### config.mk
export PLATFORM = sky130hd
export DESIGN_NAME = ordered_unique_set_core
export DESIGN_NICKNAME = d
export VERILOG_FILES = /design/src/sv/ous_pkg.sv /design/src/sv/ous_cell.sv /design/src/sv/ous_locate.sv /design/src/sv/ordered_unique_set_core.sv
export SDC_FILE = /design/constraint.sdc
export NUM_CORES = 1
export LEC_CHECK = 0
export ABC_CLOCK_PERIOD_IN_PS = 10300
export BUFFER_PORTS_ARGS = -buffer_cell sky130_fd_sc_hd__buf_2
export CORE_MARGIN = 1.5
export CORE_UTILIZATION = 60
export DETAILED_ROUTE_END_ITERATION = 12
export PLACE_DENSITY_LB_ADDON = 0.08
export SLEW_MARGIN = 20
export SYNTH_ARGS = -nofsm -noshare
export SYNTH_HDL_FRONTEND = slang
export SYNTH_SLANG_ARGS = --single-unit
### constraint.sdc
create_clock -name clk_i -period 10.3 [get_ports clk_i]
set_clock_uncertainty 0.15 [all_clocks]
set_input_delay 1.03 -clock clk_i [delete_from_list [all_inputs] [get_ports clk_i]]
set_output_delay 1.03 -clock clk_i [all_outputs]
set_load 0.03 [all_outputs]
### src/sv/ous_pkg.sv
// Package of the ordered unique set core: key width, default capacity, codes and types.
// Used by the cell, the top level and the checker of the block; depends on nothing.
`timescale 1ns / 1ps

package ous_pkg;

  localparam int KEY_W        = 6;
  localparam int RANK_W       = 4;
  localparam int SUIT_W       = 2;
  localparam int STATUS_W     = 3;
  localparam int COUNT_W      = 7;
  localparam int CAPACITY_DEF = 64;

  typedef enum logic {
    OP_INSERT = 1'b0,
    OP_REMOVE = 1'b1
  } opcode_e;

  typedef enum logic [STATUS_W-1:0] {
    ST_INSERTED  = 3'd0,
    ST_DUPLICATE = 3'd1,
    ST_REMOVED   = 3'd2,
    ST_NOT_FOUND = 3'd3,
    ST_FULL      = 3'd4
  } status_e;

  typedef enum logic [1:0] {
    CELL_HOLD,
    CELL_WRITE,
    CELL_SHIFT
  } cell_op_e;

  typedef enum logic [1:0] {
    FSM_IDLE,
    FSM_SEARCH,
    FSM_APPLY
  } fsm_e;

  typedef logic [KEY_W-1:0] key_t;

  // Command broadcast along the row of cells.
  typedef struct packed {
    cell_op_e op;
    key_t     key;
  } cell_cmd_t;

endpackage

### src/sv/ous_cell.sv
// One storage cell of the ordered unique set row: holds one key, compares it and shifts.
// Depends on ous_pkg.
`timescale 1ns / 1ps

module ous_cell #(
  parameter int Idx  = 0,
  parameter int IdxW = 6,
  parameter int CntW = 7
) (
  input  logic              clk_i,
  input  ous_pkg::cell_cmd_t cmd_i,
  input  logic [IdxW-1:0]   pos_i,
  input  logic [CntW-1:0]   count_i,
  input  ous_pkg::key_t     next_key_i,
  output ous_pkg::key_t     key_o,
  output logic              match_o
);

  ous_pkg::key_t entry_q;
  ous_pkg::key_t entry_d;
  logic          occupied;

  // Only positions below the count hold live keys.
  assign occupied = CntW'(Idx) < count_i;
  assign match_o  = occupied && (entry_q == cmd_i.key);
  assign key_o    = entry_q;

  always_comb begin
    entry_d = entry_q;
    unique case (cmd_i.op)
      ous_pkg::CELL_WRITE: begin
        if (CntW'(Idx) == count_i) begin
          entry_d = cmd_i.key;
        end
      end
      ous_pkg::CELL_SHIFT: begin
        if (IdxW'(Idx) >= pos_i) begin
          entry_d = next_key_i;
        end
      end
      default: begin
        entry_d = entry_q;
      end
    endcase
  end

  always_ff @(posedge clk_i) begin
    entry_q <= entry_d;
  end

endmodule

### src/sv/ous_locate.sv
// Turns the one-hot match vector of the cell row into a hit flag and a position.
// Depends on nothing outside this file.
`timescale 1ns / 1ps

module ous_locate #(
  parameter int Capacity = 64,
  parameter int IdxW     = 6
) (
  input  logic [Capacity-1:0] match_i,
  output logic                hit_o,
  output logic [IdxW-1:0]     pos_o
);

  // Keys are unique, so at most one bit is set and an OR of indices encodes it.
  always_comb begin
    pos_o = '0;
    for (int i = 0; i < Capacity; i++) begin
      if (match_i[i]) begin
        pos_o = pos_o | IdxW'(i);
      end
    end
  end

  assign hit_o = |match_i;

endmodule

### src/sv/ordered_unique_set_core.sv
// Top level of the ordered unique set core: FSM, count register, result register, cell row.
// Depends on ous_pkg, ous_cell and ous_locate.
`timescale 1ns / 1ps

// The core keeps an insertion-ordered list of up to CAPACITY unique keys, each key
// being a suit and a rank. An insert appends the key unless it is already held; a
// remove deletes the matching entry and closes the gap so that the list stays
// compact. Every accepted item returns exactly one result carrying a status and the
// number of entries held afterwards. An item passes through a search and an apply
// state: in the search state, every cell of the row compares its key with the
// request at once and the matching position is registered; in the apply state, the
// row is updated in parallel (a write at the end of the list, or a one-place shift
// of every entry above the match) and the result is loaded into the output
// register. The next item is accepted in the apply state, as the current item retires
// into the output register, and not before. A result held by a stalled output
// delays the update until the output register can take the new result. No clearing
// pass is needed after reset: the storage is only read below the entry count.
module ordered_unique_set_core #(
  parameter int CAPACITY = ous_pkg::CAPACITY_DEF
) (
  input  logic                          clk_i,
  input  logic                          rst_ni,
  input  logic                          in_valid_i,
  output logic                          in_stall_o,
  input  logic                          opcode_i,
  input  logic [ous_pkg::SUIT_W-1:0]    suit_i,
  input  logic [ous_pkg::RANK_W-1:0]    rank_i,
  output logic                          out_valid_o,
  input  logic                          out_stall_i,
  output logic [ous_pkg::STATUS_W-1:0]  status_o,
  output logic [ous_pkg::COUNT_W-1:0]   count_o
);

  localparam int IDX_W = $clog2(CAPACITY);
  localparam int CNT_W = $clog2(CAPACITY + 1);

  // Control state.
  ous_pkg::fsm_e     state_q, state_d;
  logic [CNT_W-1:0]  count_q, count_d;
  logic              out_valid_q, out_valid_d;

  // Request and search results; these need no reset.
  ous_pkg::opcode_e  op_q;
  ous_pkg::key_t     key_q;
  logic              hit_q;
  logic [IDX_W-1:0]  pos_q;
  ous_pkg::status_e  status_q, status_d;
  logic [ous_pkg::COUNT_W-1:0] out_count_q, out_count_d;

  logic              in_accept;
  logic              out_free;
  logic              load_result;
  ous_pkg::cell_cmd_t cmd;

  logic [CAPACITY-1:0] match;
  logic                hit;
  logic [IDX_W-1:0]    pos;
  ous_pkg::key_t       row_key  [CAPACITY];
  ous_pkg::key_t       next_key [CAPACITY];

  // Widened count so that the 7-bit result field can be cut out for any capacity.
  logic [CNT_W+ous_pkg::COUNT_W-1:0] count_wide;

  assign out_free  = !out_valid_q || !out_stall_i;
  assign in_accept = in_valid_i && !in_stall_o;

  // Sequencer: a new item enters when idle, or in the update cycle that retires
  // the current item into the output register.
  always_comb begin
    state_d     = state_q;
    count_d     = count_q;
    status_d    = status_q;
    load_result = 1'b0;
    in_stall_o  = 1'b1;
    cmd.op      = ous_pkg::CELL_HOLD;
    cmd.key     = key_q;

    unique case (state_q)
      ous_pkg::FSM_IDLE: begin
        in_stall_o = 1'b0;
        if (in_valid_i) begin
          state_d = ous_pkg::FSM_SEARCH;
        end
      end
      ous_pkg::FSM_SEARCH: begin
        state_d = ous_pkg::FSM_APPLY;
      end
      ous_pkg::FSM_APPLY: begin
        if (out_free) begin
          load_result = 1'b1;
          in_stall_o  = 1'b0;
          state_d     = in_valid_i ? ous_pkg::FSM_SEARCH : ous_pkg::FSM_IDLE;
          if (op_q == ous_pkg::OP_INSERT) begin
            // The presence check comes first, so a duplicate wins over a full list.
            if (hit_q) begin
              status_d = ous_pkg::ST_DUPLICATE;
            end else if (count_q == CNT_W'(CAPACITY)) begin
              status_d = ous_pkg::ST_FULL;
            end else begin
              status_d = ous_pkg::ST_INSERTED;
              cmd.op   = ous_pkg::CELL_WRITE;
              count_d  = count_q + CNT_W'(1);
            end
          end else begin
            if (hit_q) begin
              status_d = ous_pkg::ST_REMOVED;
              cmd.op   = ous_pkg::CELL_SHIFT;
              count_d  = count_q - CNT_W'(1);
            end else begin
              status_d = ous_pkg::ST_NOT_FOUND;
            end
          end
        end
      end
      default: begin
        state_d = ous_pkg::FSM_IDLE;
      end
    endcase
  end

  assign count_wide  = {{ous_pkg::COUNT_W{1'b0}}, count_d};
  assign out_count_d = count_wide[ous_pkg::COUNT_W-1:0];
  assign out_valid_d = load_result || (out_valid_q && out_stall_i);

  always_ff @(posedge clk_i or negedge rst_ni) begin
    if (!rst_ni) begin
      state_q     <= ous_pkg::FSM_IDLE;
      count_q     <= '0;
      out_valid_q <= 1'b0;
    end else begin
      state_q     <= state_d;
      count_q     <= count_d;
      out_valid_q <= out_valid_d;
    end
  end

  always_ff @(posedge clk_i) begin
    if (in_accept) begin
      op_q  <= ous_pkg::opcode_e'(opcode_i);
      key_q <= {suit_i, rank_i};
    end
    if (state_q == ous_pkg::FSM_SEARCH) begin
      hit_q <= hit;
      pos_q <= pos;
    end
    if (load_result) begin
      status_q    <= status_d;
      out_count_q <= out_count_d;
    end
  end

  // The row of cells: each cell takes its upper neighbour's key on a shift; the
  // top cell has no neighbour and feeds back its own key, which is then unused.
  for (genvar i = 0; i < CAPACITY; i++) begin : g_cell
    if (i < CAPACITY - 1) begin : g_link
      assign next_key[i] = row_key[i+1];
    end else begin : g_end
      assign next_key[i] = row_key[i];
    end

    ous_cell #(
      .Idx (i),
      .IdxW(IDX_W),
      .CntW(CNT_W)
    ) u_cell (
      .clk_i     (clk_i),
      .cmd_i     (cmd),
      .pos_i     (pos_q),
      .count_i   (count_q),
      .next_key_i(next_key[i]),
      .key_o     (row_key[i]),
      .match_o   (match[i])
    );
  end

  ous_locate #(
    .Capacity(CAPACITY),
    .IdxW    (IDX_W)
  ) u_locate (
    .match_i(match),
    .hit_o  (hit),
    .pos_o  (pos)
  );

  assign out_valid_o = out_valid_q;
  assign status_o    = status_q;
  assign count_o     = out_count_q;

endmodule

# Word level (Yosys, flattened, before mapping)
# Cells that the tools add are included.
[word_totals] register_bits=418 out_inout_bits=12
[classes] n_addsub=2 n_lt_le_gt_ge=127 eq_ne=260 n_mux=443 n_bitwise=1 n_reduce_logical=146
[op_table] operator="2-to-1 mux 6 bit" count=255
[op_table] operator="one-hot mux 6 bit (2 select lines)" count=63
[op_table] operator="== test 6 bit" count=64
[op_table] operator="inequality test 2 x 1 -> 1 bit (second input constant)" count=126
[op_table] operator="== test 6 x 7 -> 1 bit (first input constant)" count=32
[op_table] operator="less-than comparator 6 x 7 -> 1 bit (first input constant)" count=32
[op_table] operator="AND reduction 3 bit" count=65
[op_table] operator="greater-or-equal comparator 6 bit (first input constant)" count=31
[op_table] operator="2-to-1 mux 7 bit" count=19
[op_table] operator="== test 5 x 7 -> 1 bit (first input constant)" count=16
[op_table] operator="less-than comparator 5 x 7 -> 1 bit (first input constant)" count=16
[op_table] operator="greater-or-equal comparator 5 x 6 -> 1 bit (first input constant)" count=16
[op_table] operator="2-to-1 mux 3 bit" count=29
[op_table] operator="2-to-1 mux 5 bit" count=16
[op_table] operator="logical AND 1 bit" count=66
[op_table] operator="2-to-1 mux 4 bit" count=16
[op_table] operator="OR reduction 64 bit" count=1
[op_table] operator="2-to-1 mux 2 bit" count=30
[op_table] operator="== test 4 x 7 -> 1 bit (first input constant)" count=8
[op_table] operator="less-than comparator 4 x 7 -> 1 bit (first input constant)" count=8
[op_table] operator="greater-or-equal comparator 4 x 6 -> 1 bit (first input constant)" count=8
[op_table] operator="OR reduction 32 bit" count=1
[op_table] operator="== test 3 x 7 -> 1 bit (first input constant)" count=4
[op_table] operator="less-than comparator 3 x 7 -> 1 bit (first input constant)" count=4
[op_table] operator="other kinds (27)" count=53

# Longest topological paths before layout
# Gate-level depths: netlist of the first run.
[logic_depth] depth_word=59 ltp_mapped=16 depth_no_buf=12

# Least setup slack after synthesis of the first run
# No wires, ideal clock.
[synth_path] path_type="reg2reg" from="register count_q[1]" to="register g_cell[13].u_cell.entry_q[0] (enable)" t_arrival_ns=3.495 path_slack_ns=6.274 stages_incl_launch_ff=15 n_path_buf=4 cell_sequence="dfrtp_1 clkbuf_1 inv_1 ha_1 clkbuf_1 nor2b_1 and4b_1 nand2b_1 nor2_1 inv_1 ha_1 clkbuf_1 or2_2 clkbuf_1 a311oi_1"
[synth_via] elab_chain_len=19 elab_cells_between_ends=23 cone_classes="eq/ne (6); mux (15); reduce/logical (2)"
[synth_rtl] element="from (decl)" line_no="ordered_unique_set_core.sv:39" text="logic [CNT_W-1:0] count_q, count_d;"
[synth_rtl] element="from (signal assigned)" line_no="ordered_unique_set_core.sv:132" text="count_q <= count_d;"
[synth_rtl] element="== test 7 bit" line_no="ordered_unique_set_core.sv:97" text="end else if (count_q == CNT_W'(CAPACITY)) begin"
[synth_rtl] element="2-to-1 mux 1 bit" line_no="ordered_unique_set_core.sv:97"
[synth_rtl] element="2-to-1 mux 2 bit" line_no="ordered_unique_set_core.sv:95" text="if (hit_q) begin"
[synth_rtl] element="2-to-1 mux 2 bit" line_no="ordered_unique_set_core.sv:93" text="if (op_q == ous_pkg::OP_INSERT) begin"
[synth_rtl] element="2-to-1 mux 2 bit" line_no="ordered_unique_set_core.sv:89" text="if (out_free) begin"
[synth_rtl] element="2-to-1 mux 2 bit" line_no="ordered_unique_set_core.sv:78" text="unique case (state_q)"
[synth_rtl] element="2-to-1 mux 2 bit" line_no="ordered_unique_set_core.sv:95"
[synth_rtl] element="2-to-1 mux 2 bit" line_no="ordered_unique_set_core.sv:93"
[synth_rtl] element="[... 2 more ...]"
[synth_rtl] element="2-to-1 mux 2 bit" line_no="ordered_unique_set_core.sv:93"
[synth_rtl] element="2-to-1 mux 2 bit" line_no="ordered_unique_set_core.sv:89"
[synth_rtl] element="2-to-1 mux 2 bit" line_no="ordered_unique_set_core.sv:78"
[synth_rtl] element="2-to-1 mux 2 bit" line_no="ordered_unique_set_core.sv:89"
[synth_rtl] element="2-to-1 mux 2 bit (2 in a row)" line_no="ordered_unique_set_core.sv:78"
[synth_rtl] element="== test 2 bit or == test 2 x 1 -> 1 bit (tied branches)" line_no="ous_cell.sv:30" text="unique case (cmd_i.op)"
[synth_rtl] element="inequality test 2 x 1 -> 1 bit (no line) or nonzero test 2 bit (tied branches)"
[synth_rtl] element="AND reduction 3 bit (no line) (*)"
[synth_rtl] element="to (signal assigned)" line_no="ous_cell.sv:48" text="entry_q <= entry_d;"
[synth_rtl] element="to (decl)" line_no="ous_cell.sv:19" text="ous_pkg::key_t entry_q;"
# Mark *: on every way between the ends. The rest lies on a longest branch, timed or not. The select of a mux whose other input is x is not followed.
# A chain may end at the register's enable or synchronous reset.

# Worst setup path after layout of the first run
[layout_path] from="register count_q[1]" to="register g_cell[5].u_cell.entry_q[2] (enable)"
[layout_via] elab_chain_len=19 elab_cells_between_ends=23 cone_classes="eq/ne (6); mux (15); reduce/logical (2)"
[layout_rtl] element="== test 7 bit" line_no="ordered_unique_set_core.sv:97"
[layout_rtl] element="2-to-1 mux 1 bit" line_no="ordered_unique_set_core.sv:97"
[layout_rtl] element="2-to-1 mux 2 bit" line_no="ordered_unique_set_core.sv:95"
[layout_rtl] element="2-to-1 mux 2 bit" line_no="ordered_unique_set_core.sv:93"
[layout_rtl] element="2-to-1 mux 2 bit" line_no="ordered_unique_set_core.sv:89"
[layout_rtl] element="2-to-1 mux 2 bit" line_no="ordered_unique_set_core.sv:78"
[layout_rtl] element="2-to-1 mux 2 bit" line_no="ordered_unique_set_core.sv:95"
[layout_rtl] element="2-to-1 mux 2 bit" line_no="ordered_unique_set_core.sv:93"
[layout_rtl] element="[... 2 more ...]"
[layout_rtl] element="2-to-1 mux 2 bit" line_no="ordered_unique_set_core.sv:93"
[layout_rtl] element="2-to-1 mux 2 bit" line_no="ordered_unique_set_core.sv:89"
[layout_rtl] element="2-to-1 mux 2 bit" line_no="ordered_unique_set_core.sv:78"
[layout_rtl] element="2-to-1 mux 2 bit" line_no="ordered_unique_set_core.sv:89"
[layout_rtl] element="2-to-1 mux 2 bit (2 in a row)" line_no="ordered_unique_set_core.sv:78"
[layout_rtl] element="== test 2 bit or == test 2 x 1 -> 1 bit (tied branches)" line_no="ous_cell.sv:30"
[layout_rtl] element="inequality test 2 x 1 -> 1 bit (no line) or nonzero test 2 bit (tied branches)"
[layout_rtl] element="AND reduction 3 bit (no line) (*)"
[layout_rtl] element="to (signal assigned)" line_no="ous_cell.sv:48"
[layout_rtl] element="to (decl)" line_no="ous_cell.sv:19"
# Marked as above.

==> metrics.md, run 1 <==
| Metric | Value |
|---|---|
| Status | finished, final reports clean |
| H-tree depth | 2 |
| Clock Latency Late Sink | approximately 0.59 ns |
| Critical path cell sequence | inv_1 -> ha_1 -> nor2b_1 -> and4b_1 -> nand2b_1 -> nor2_1 -> inv_1 -> ha_4 -> buf_4 -> buf_4 -> a221oi_1 |
| Crit path DAT | 6.55 ns |
| Min Tclk post-route | 6.49 ns |
| CP required | 10.36 ns |
| Setup TNS | 0 ns |
| RSZ-0062 raised after global routing | no |
| Synth Instances | roughly 2300 |
| Number of synthesized register bits | 418 |
| Routability cong. | 1.03 |
| Number of port buffers | 22 |
| Largest net degree at the start of global routing | about 110 |
| Syn nets | ~2300 |
| Nets@finish | 2294 |
| Final setup vio count | 0 |
| Via-to-Cell Ratio | 6.30 |
| Routed Antenna Nets | 0 |
| Max-cap violations | 0 |
| Die area | 0.0396 mm2 |
| Final wirelength | 73.4 mm |
| Ys Warns | 0 |
| Fmax achieved | 154 MHz |
| CP delay by family, top | buffers and inverters |
| Avg Cell Area, Syn | 9.91 um2 |
| Row count | 71 |
| Hold Crit Class | input port to async pin |
| Post-synth EDFFs | 408 |
| Starting density of the core | between 60 and 70% |
| Die Ht | 199 um |
| Area growth syn-to-layout | 8.27% |
| Chip width | 199 um |
| Gr usage total | between 30% and 40% |
| Number of fill cells | 2953 |
| Number of remaining DRC errors | 0 |
| Top-area cell type share of the netlist area | a little over half |
| Layout cells sized above 1 | 7.71% |
| Post-synthesis sequential area ratio | 54.2% |
| Post-synth top area cell | edfxtp_1 |
| Sink Count | 418 |
| Max incr delay on CP | between 0.9 and 1 ns |
| Router iterations before antenna repair | 5 |
| Synth Flop Type | edfxtp_1 |
| Final Hold Viols | 0 |
| Total grt overflow | 0 |
| WHS | 0.151 ns |
| Power Density | around 190 mW/mm2 |
| Global-route wire length before repair | between 100 and 150 mm |
| CP max stage cell | buf_4 |
| Ys async rst share | 2.39% |
| Post-synth cell types | 60 |
| Vias | 17800 |
| Max-slew violations | 0 |
| Total CTS buffers | 46 |
| Mapped cell area | approximately 0.023 mm2 |
| Crit Path Class | flip-flop to flip-flop |
| Core area | 0.0378 mm2 |
| Period utilization | ~63% |
| CTS clk-pin slew, worst paths | 0.06 ns |
| Largest cells by area after synthesis | edfxtp_1 53%, nand2_1 14%, xor2_1 8.0% |
| Worst setup EP type | flip-flop |
| Critical path peak fanout | ~110 |
| Routed len/inst | around 26 um |
| Max_slew headroom | 15.8% |
| Maximum VDD drop | 0.165 mV |
| CTS tree | done |
| Leakage Power | 0.00905 uW |
| Startpoint Class | flip-flop |
| DRT iter0 DRCs | 2392 |
| DPL Wire Length | about 48 mm |
| CTS resizes | 0 |
| Crit path buf inv count | 4 |
| Clk buf depth | 3 |
| Hold_buf cts | 0 |
| Vias in the first global route | 16700 |
| I/O pin count | 23 |
| Initial antenna violation count | 1 |
| Worst Tran Pin Value | 1.23 ns |
| CTS root buf | clkbuf_16 |
| Commonest cells after routing, fill and taps aside | 833 x nand2_1, 408 x edfxtp_1, 211 x xor2_1 |
| Total setup buffers inserted after CTS | 0 |
| Most common cell after layout, fill and taps aside | nand2_1 |
==> cells in the mapped netlist (all sizes together), types with 32 or more instances <==
library cell / n
a221oi: 33
nor4: 53
xnor2: 176
o21ai: 32
a21oi: 46
nor2: 47
nand3: 34
nand2: 833
buf: 56
edfxtp: 408
clkbuf: 125
xor2: 211
nand4: 45
==> power by group <==
part / leakage (uW) / internal, uW / switching (uW)
registers: 0.00383 / 2050 / 123
clock network: 0.000702 / 926 / 675
logic: 0.00452 / 255 / 644
==> through the flow <==
stage / worst slack (ns) / total power, uW / cell area [um2] / instances / util, %
floorplan: 6.27 / 2730 / 23100 / 2328 / -
global placement: 4.32 / 3040 / 23500 / 2731 / 62.1
detailed placement: 4.02 / 3060 / 23500 / 2733 / 62.2
CTS: 3.99 / 4640 / 24900 / 2817 / 66.0
global route: 3.48 / 4800 / 25000 / 2821 / 66.2
finish: 3.81 / 4670 / 25000 / 2822 / 66.2
==> state kept, by name (all words and copies together), names as in the netlist <==
register / count
count_o: 7
count_q: 7
g_cell.u_cell.key_o: 384
hit_q: 1
key_q: 6
op_q: 1
out_valid_o: 1
pos_q: 6
state_q: 2
status_o: 3
==> layout make-up <==
class                           instances  area [um2]  share of cell area (%)
Sequential cell                       418       12500                    50.0
Multi-Input combinational cell       1717        9800                    39.2
Clock buffer                           62        1250                    5.01
Tap cell                              511         639                    2.56
Timing Repair Buffer                   79         558                    2.23
Clock inverter                         22         184                   0.736
Inverter                               12        45.0                   0.180
Antenna cell                            1        2.50                  0.0100
==> path summary, 6_finish.rpt <==
check                                start                         to  slack, ns  cells past startpoint
worst max-delay path            count_q[1]  g_cell[5].u_cell.key_o[2]       3.81                     11
worst min-delay path                rst_ni                 count_q[1]       0.15                      1
worst max register to register  count_q[1]  g_cell[5].u_cell.key_o[2]       3.81                     11
worst min register to register  state_q[0]                 state_q[0]       0.41                      2
max in group asynchronous           rst_ni                 state_q[1]       9.62                      1
min in group clk_i              state_q[0]                 state_q[0]       0.41                      2
==> per-layer routing <==
| metal | global-route usage [%] | vias up | routed length (um) |
|---|---|---|---|
| met2 | 56.7 | 1098 | 32800 |
| met3 | 7.73 | 156 | 8380 |
| met4 | 12.7 | 0 | 2300 |
| met5 | 0 | - | 0 |
| met1 | 53.8 | 8647 | 29900 |
| li1 | - | 7864 | - |
==> worst register-to-register path, stage by stage, from the launching register on <==
cell and delay, ns:
dfrtp_1 0.63, inv_1 0.30, ha_1 0.45, nor2b_1 0.42, and4b_1 0.32, nand2b_1 0.20, nor2_1 0.10, inv_1 0.13
ha_4 0.84, buf_4 0.99, buf_4 1.01, a221oi_1 0.57
==> cells by family after synthesis <==
family,Yosys count,synth area share (%)
AND/OR/NAND/NOR,1123,21.0
flip-flops,418,54.2
XOR/XNOR,387,14.7
AO/OA/AOI/OAI,198,6.02
buffers and inverters,193,3.64
adder cells (fa/ha/maj),9,0.488
(Power assumes the default switching activity.)
==> inputs of run 2 (changes only) <==
--- a/config.mk
+++ b/config.mk
@@ -5,7 +5,7 @@
 export SDC_FILE = /design/constraint.sdc
 export NUM_CORES = 1
 export LEC_CHECK = 0
-export ABC_CLOCK_PERIOD_IN_PS = 10300
+export ABC_CLOCK_PERIOD_IN_PS = 6100
 export BUFFER_PORTS_ARGS = -buffer_cell sky130_fd_sc_hd__buf_2
 export CORE_MARGIN = 1.5
 export CORE_UTILIZATION = 60
==> constraint.sdc (replaced) <==
create_clock -name clk_i -period 6.1 [get_ports clk_i]
set_clock_uncertainty 0.15 [all_clocks]
set_input_delay 0.61 -clock clk_i [delete_from_list [all_inputs] [get_ports clk_i]]
set_output_delay 0.61 -clock clk_i [all_outputs]
set_load 0.03 [all_outputs]
==> metrics.md, run 2 (synthesis results as in run 1) <==
| Metric | Value |
|---|---|
| Status | finished, final reports clean |
| Sink Count | 418 (unchanged) |
| WHS | 0.0549 ns (-0.0961 ns) |
| CP delay by family, top | simple AND/OR/NAND/NOR gates |
| Fmax achieved | 187 MHz (+21%) |
| Max incr delay on CP | 0.94 ns (-0.04 ns) |
| Area growth syn-to-layout | 9.21% |
| Row count | 71 (unchanged) |
| Hold Crit Class | input port to flip-flop |
| Via-to-Cell Ratio | 6.28 (-0.22%) |
| Number of port buffers | 22 (unchanged) |
| Leakage Power | 0.00916 uW (+1.2%) |
| Final setup vio count | 0 (unchanged) |
| Total setup buffers inserted after CTS | 0 (unchanged) |
| Starting density of the core | 61.1% (unchanged) |
| Crit path buf inv count | 2 (-2) |
| Routed len/inst | 25.6 um (-1.4%) |
| Worst Tran Pin Value | 1.22 ns (-0.0152 ns) |
| Crit path DAT | 5.40 ns (-1.15 ns) |
| Routed Antenna Nets | 0 (unchanged) |
| Final wirelength | 72.8 mm (-0.79%) |
| Maximum VDD drop | 0.272 mV (+65%) |
| Global-route wire length before repair | 109 mm (+1.1%) |
| Largest net degree at the start of global routing | 142 (+27%) |
| Routability cong. | 1.03 (-0.21%) |
| Clk buf depth | 3 (unchanged) |
| Critical path peak fanout | 70 (-37%) |
| Die Ht | 199 um (unchanged) |
| Largest register FFs | 384 (unchanged) |
| Final Hold Viols | 0 (unchanged) |
| Total CTS buffers | 44 (-4.3%) |
| Min Tclk post-route | 5.36 ns (-1.13 ns) |
| Gr usage total | 37.7% (+0.32 points) |
| DRT iter0 DRCs | 1931 (-19%) |
| Startpoint Class | flip-flop |
| I/O pin count | 23 (unchanged) |
| Number of remaining DRC errors | 0 (unchanged) |
| Total grt overflow | 0 (unchanged) |
| Vias | 17800 (+0.38%) |
| Post-route core utilization | 66.7% (+0.57 points) |
| DPL Wire Length | 50.4 mm (+4.3%) |
| Max-slew violations | 0 (unchanged) |
| Setup TNS | 0 ns (unchanged) |
| Vias in the first global route | 17400 (+4.2%) |
| Most common cell after layout, fill and taps aside | nand2_1 |
| Initial antenna violation count | 1 (unchanged) |
| CTS tree | done |
| CP required | 6.15 ns (-4.21 ns) |
| Clock Latency Late Sink | 0.58 ns (about the same) |
| H-tree depth | 2 (unchanged) |
| Crit Path Class | flip-flop to flip-flop |
| Chip width | 199 um (unchanged) |
| Power Density | 314 mW/mm2 (+68%) |
| CTS resizes | 0 (unchanged) |
| Critical path cell sequence | inv_1 -> ha_1 -> nor2b_1 -> and4b_1 -> nand2b_1 -> nor2_1 -> inv_1 -> ha_4 -> and3_1 -> and3_1 -> a221oi_1 |
| Hold_buf cts | 1 (+1) |
| Max-cap violations | 0 (unchanged) |
| Max_slew headroom | 18.2% (+2.4 points) |
| Commonest cells after routing, fill and taps aside | 833 x nand2_1, 408 x edfxtp_1, 211 x xor2_1 |
| Router iterations before antenna repair | 6 (+1) |
| Layout cells sized above 1 | 8.38% (+0.67 points) |
| CP max stage cell | a221oi_1 |
| RSZ-0062 raised after global routing | no |
| CTS clk-pin slew, worst paths | 0.06 ns (about the same) |
| Worst setup EP type | flip-flop |
| Die area | 0.0396 mm2 (unchanged) |
| Period utilization | 87.8% (+25 points) |
| CTS root buf | clkbuf_16 |
| N_diodes | 0 (-1) |
| Nets@finish | 2313 (+0.83%) |
| Core area | 0.0378 mm2 (unchanged) |
[run 2: metrics by stage]
step           total power, uW  instances  worst slack [ns]  area [um2]
6_report                  7910       2839             0.742       25200
3_3_place_gp              5160       2751              1.10       23700
4_1_cts                   7870       2834             0.855       25100
5_1_grt                   8150       2839             0.468       25200
2_1_floorplan             4610       2328              2.07       23100
3_5_place_dp              5190       2752             0.863       23700
[run 2: per-layer routing]
layer  track usage (%)  part of all wire, %  wire length, um  vias to the layer above
met5                 0                    0                0                        -
met1              51.9                   41            29600                     8815
met2              58.7                   46            33300                      949
met3              8.12                  9.8             7150                      177
met4              14.8                  3.8             2780                        0
li1                  -                    -                -                     7891
[run 2: cell type report]
type	count	area, um2
Multi-Input combinational cell	1717	9810
Sequential cell	418	12500
Timing Repair Buffer	100	771
Clock inverter	17	216
Fill cell	3034	12600
Inverter	12	45.0
Tap cell	511	639
Clock buffer	64	1220
[run 2: final timing paths]
path / start / depth (start not counted) / slack (ns) / end
setup / recovery: count_q[1] / 11 / 0.74 / g_cell[61].u_cell.key_o[3]
hold / removal: rank_i[0] / 1 / 0.05 / key_q[0]
setup reg to reg: count_q[1] / 11 / 0.74 / g_cell[61].u_cell.key_o[3]
hold reg to reg: state_q[0] / 2 / 0.41 / state_q[0]
max in group asynchronous: rst_ni / 2 / 5.27 / count_q[1]
min in group asynchronous: rst_ni / 2 / 0.31 / count_q[4]
[run 2: power by group]
part	total (uW)	switching (uW)	leakage [uW]	internal (uW)
clock network	2710	1110	0.000691	1600
logic	1560	1120	0.00464	447
registers	3630	178	0.00383	3450
total	7910	2410	0.00916	5500
==> inputs of run 3 (changes only) <==
--- a/config.mk
+++ b/config.mk
@@ -5,6 +5,7 @@
 export SDC_FILE = /design/constraint.sdc
 export NUM_CORES = 1
 export LEC_CHECK = 0
+export ABC_AREA = 1
 export ABC_CLOCK_PERIOD_IN_PS = 6100
 export BUFFER_PORTS_ARGS = -buffer_cell sky130_fd_sc_hd__buf_2
 export CORE_MARGIN = 1.5
==> metrics.md, run 3 <==
| Metric | Value |
|---|---|
| DRT iter0 DRCs | 3110 (+61%) |
| Layout cells sized above 1 | 5.94% (-2.4 points) |
| Initial antenna violation count | 4 (+3) |
| Fmax achieved | 197 MHz (+5.8%) |
| Global-route wire length before repair | 128 mm (+18%) |
| Routed len/inst | 23.9 um (-6.8%) |
| Clock Latency Late Sink | 0.60 ns (+0.02 ns) |
| Startpoint Class | flip-flop |
| Largest register FFs | 384 (unchanged) |
| Chip width | 205 um (+3.1%) |
| Synth Flop Type | edfxtp_1 |
| Critical path peak fanout | 73 (+4.3%) |
| Status | finished, final reports clean |
| Router iterations before antenna repair | 6 (unchanged) |
| N_diodes | 0 (unchanged) |
| CTS root buf | clkbuf_16 |
| Die area | 0.0422 mm2 (+6.3%) |
| Crit Path Class | flip-flop to flip-flop |
| Nets@finish | 3074 (+33%) |
| Number of port buffers | 22 (unchanged) |
| Worst Tran Pin Value | 1.24 ns (+0.0202 ns) |
| Core area | 0.0401 mm2 (+6.2%) |
| Total CTS buffers | 45 (+2.3%) |
| Number of synthesized register bits | 418 (unchanged) |
| Sink Count | 418 (unchanged) |
| Post-synthesis sequential area ratio | 50.9% (-3.3 points) |
| Clk buf depth | 3 (unchanged) |
| Finished Cell Area | 0.0264 mm2 (+4.9%) |
| Leakage Power | 0.0114 uW (+25%) |
| Critical path cell sequence | inv_1 -> ha_1 -> inv_1 -> nor2_2 -> nand3_1 -> nand3_1 -> ha_4 -> buf_4 -> buf_4 -> a221oi_1 -> buf_4 |
| Max incr delay on CP | 0.81 ns (-0.13 ns) |
| Period utilization | 83.0% (-4.8 points) |
| DPL Wire Length | 57.2 mm (+13%) |
| Post-route core utilization | 65.9% (-0.80 points) |
| Worst reg2reg path depth | 11 (unchanged) |
| Final setup vio count | 0 (unchanged) |
| Via-to-Cell Ratio | 6.13 (-2.4%) |
| Routed Antenna Nets | 0 (unchanged) |
| Final Hold Viols | 0 (unchanged) |
| Total grt overflow | 0 (unchanged) |
| Starting density of the core | 61.2% (+0.12 points) |
| Commonest cells after routing, fill and taps aside | 1117 x nand2_1, 408 x edfxtp_1, 350 x nor2_1 |
| Endpoint with the worst hold slack | key_q[2] |
| Max_slew headroom | 16.9% (-1.2 points) |
| Crit path DAT | 5.25 ns (-0.15 ns) |
| Maximum VDD drop | 0.280 mV (+3.0%) |
| Dpl cell area | 0.0251 mm2 (+5.8%) |
| Synth Instances | 3107 (+33%) |
| Vias in the first global route | 21200 (+22%) |
| Max-slew violations | 0 (unchanged) |
| Row count | 73 (+2.8%) |
| RSZ-0062 raised after global routing | no |
| CTS resizes | 0 (unchanged) |
| Power Density | 329 mW/mm2 (+4.8%) |
| Final wirelength | 86.1 mm (+18%) |
| Worst reg2reg startpoint | count_q[0] |
| Most common cell in the netlist | nand2_1 |
| Post-synth top area cell | edfxtp_1 |
| CP required | 6.29 ns (+0.14 ns) |
| Most common cell after layout, fill and taps aside | nand2_1 |
| Area growth syn-to-layout | 7.68% |
| Worst setup EP type | flip-flop |
| CP startpoint | count_q[0] |
| Number of remaining DRC errors | 0 (unchanged) |
| Max-cap violations | 0 (unchanged) |
| Routability cong. | 1.08 (+5.5%) |
| Top post-synthesis cells by count | 1123 x nand2_1, 408 x edfxtp_1, 352 x nor2_1, 291 x inv_1, 264 x o21ai_0 |
| Largest cells by area after synthesis | edfxtp_1 50%, nand2_1 17%, nor2_1 5.4% |
| CTS tree | done |
| Vias | 22100 (+24%) |
| I/O pin count | 23 (unchanged) |
| Avg Cell Area, Syn | 7.90 um2 (-20%) |
| Post-synth EDFFs | 408 (unchanged) |
| Min Tclk post-route | 5.06 ns (-0.294 ns) |
| Setup TNS | 0 ns (unchanged) |
| R2R setup slack | 1.04 ns (+0.29 ns) |
| Die Ht | 205 um (+3.1%) |
| Post-synth cell types | 42 (-30%) |
| CTS clk-pin slew, worst paths | 0.07 ns (about the same) |
| Hold Crit Class | input port to flip-flop |
| Gr usage total | 41.4% (+3.7 points) |
| H-tree depth | 2 (unchanged) |
| Syn nets | 3127 (+33%) |
| Mapped cell area | 0.0246 mm2 (+6.4%) |
| Worst min-delay path startpoint | rank_i[2] |
| Largest net degree at the start of global routing | 132 (-7.0%) |
| Ys async rst share | 2.39% (unchanged) |
| CP most frequent cell | buf_4 |
| Worst Hold Depth | 1 (unchanged) |
| CP max stage cell | ha_4 |
| Top-area cell type share of the netlist area | 49.9% (-3.2 points) |
| Ys Warns | 0 (unchanged) |
| Reg2reg end | g_cell[1].u_cell.key_o[5] |
## run 3: repair_timing
| item | in CTS | in global routing |
|---|---|---|
| setup buffers | 0 | 0 |
| hold endpoints to repair | 10 | 0 |
| hold buffers | 1 | 0 |
## run 3: where the power goes
part / switching (uW) / total (uW) / internal, uW
combinational: 1870 / 2400 / 525
sequential: 209 / 3670 / 3460
clock: 1160 / 2630 / 1470
## run 3: logic make-up (layout without fill, tap and decap cells)
kind of cell	after synthesis	after routing	synth area share, %
XOR/XNOR	158	158	5.64
AND/OR/NAND/NOR	1648	1648	26.6
buffers and inverters	477	449	7.85
flip-flops	418	418	50.9
adder cells (fa/ha/maj)	9	9	0.459
AO/OA/AOI/OAI	397	397	8.56
## run 3: layer usage
metal / vias up / GRT usage, % / share of wire [%]
li1: 9845 / - / -
met1: 10400 / 54.4 / 38
met2: 1550 / 65.1 / 45
met3: 315 / 10.3 / 12
met4: 6 / 18.3 / 5.1
met5: - / 0 / 0.060
## run 3: how the worst max path moves through the flow
stage	endpoint	slack (ns)	depth (start not counted)
floorplan	g_cell[34].u_cell.key_o[0]	2.25	10
global placement	g_cell[1].u_cell.key_o[2]	1.38	11
detailed placement	g_cell[1].u_cell.key_o[1]	1.19	11
CTS	g_cell[1].u_cell.key_o[5]	1.16	11
global route	g_cell[1].u_cell.key_o[5]	0.83	11
finish	g_cell[1].u_cell.key_o[5]	1.04	11
## run 3: per-stage QoR
step | hold slack [ns] | cells | worst slack [ns] | power [uW]
after global routing | 0.0297 | 3604 | 0.834 | 8930
after global placement | 0.317 | 3530 | 1.38 | 5960
after CTS | 0.0234 | 3604 | 1.16 | 8570
after floorplan | 0.164 | 3107 | 2.25 | 5040
after detailed placement | 0.354 | 3531 | 1.19 | 5990
final | 0.0348 | 3604 | 1.04 | 8700
## run 3: cell type report
type                    count  area (um2)
clock buffers              55        1210
clock inverters            17         131
fillers                  3306       13700
inverters                 308        1160
multi-input cells        2212       10200
flip-flops and latches    418       12500
well taps                 525         657
repair buffers             69         551
## run 3: critical path: cells and delay by family (launching register included)
kind	cells	cell delay, ns
DFF	1	0.50
and+or+nand+nor	3	0.86
AOI/OAI and AO/OA	1	0.26
adders and majority gates	2	1.03
buffers and inverters	5	1.92
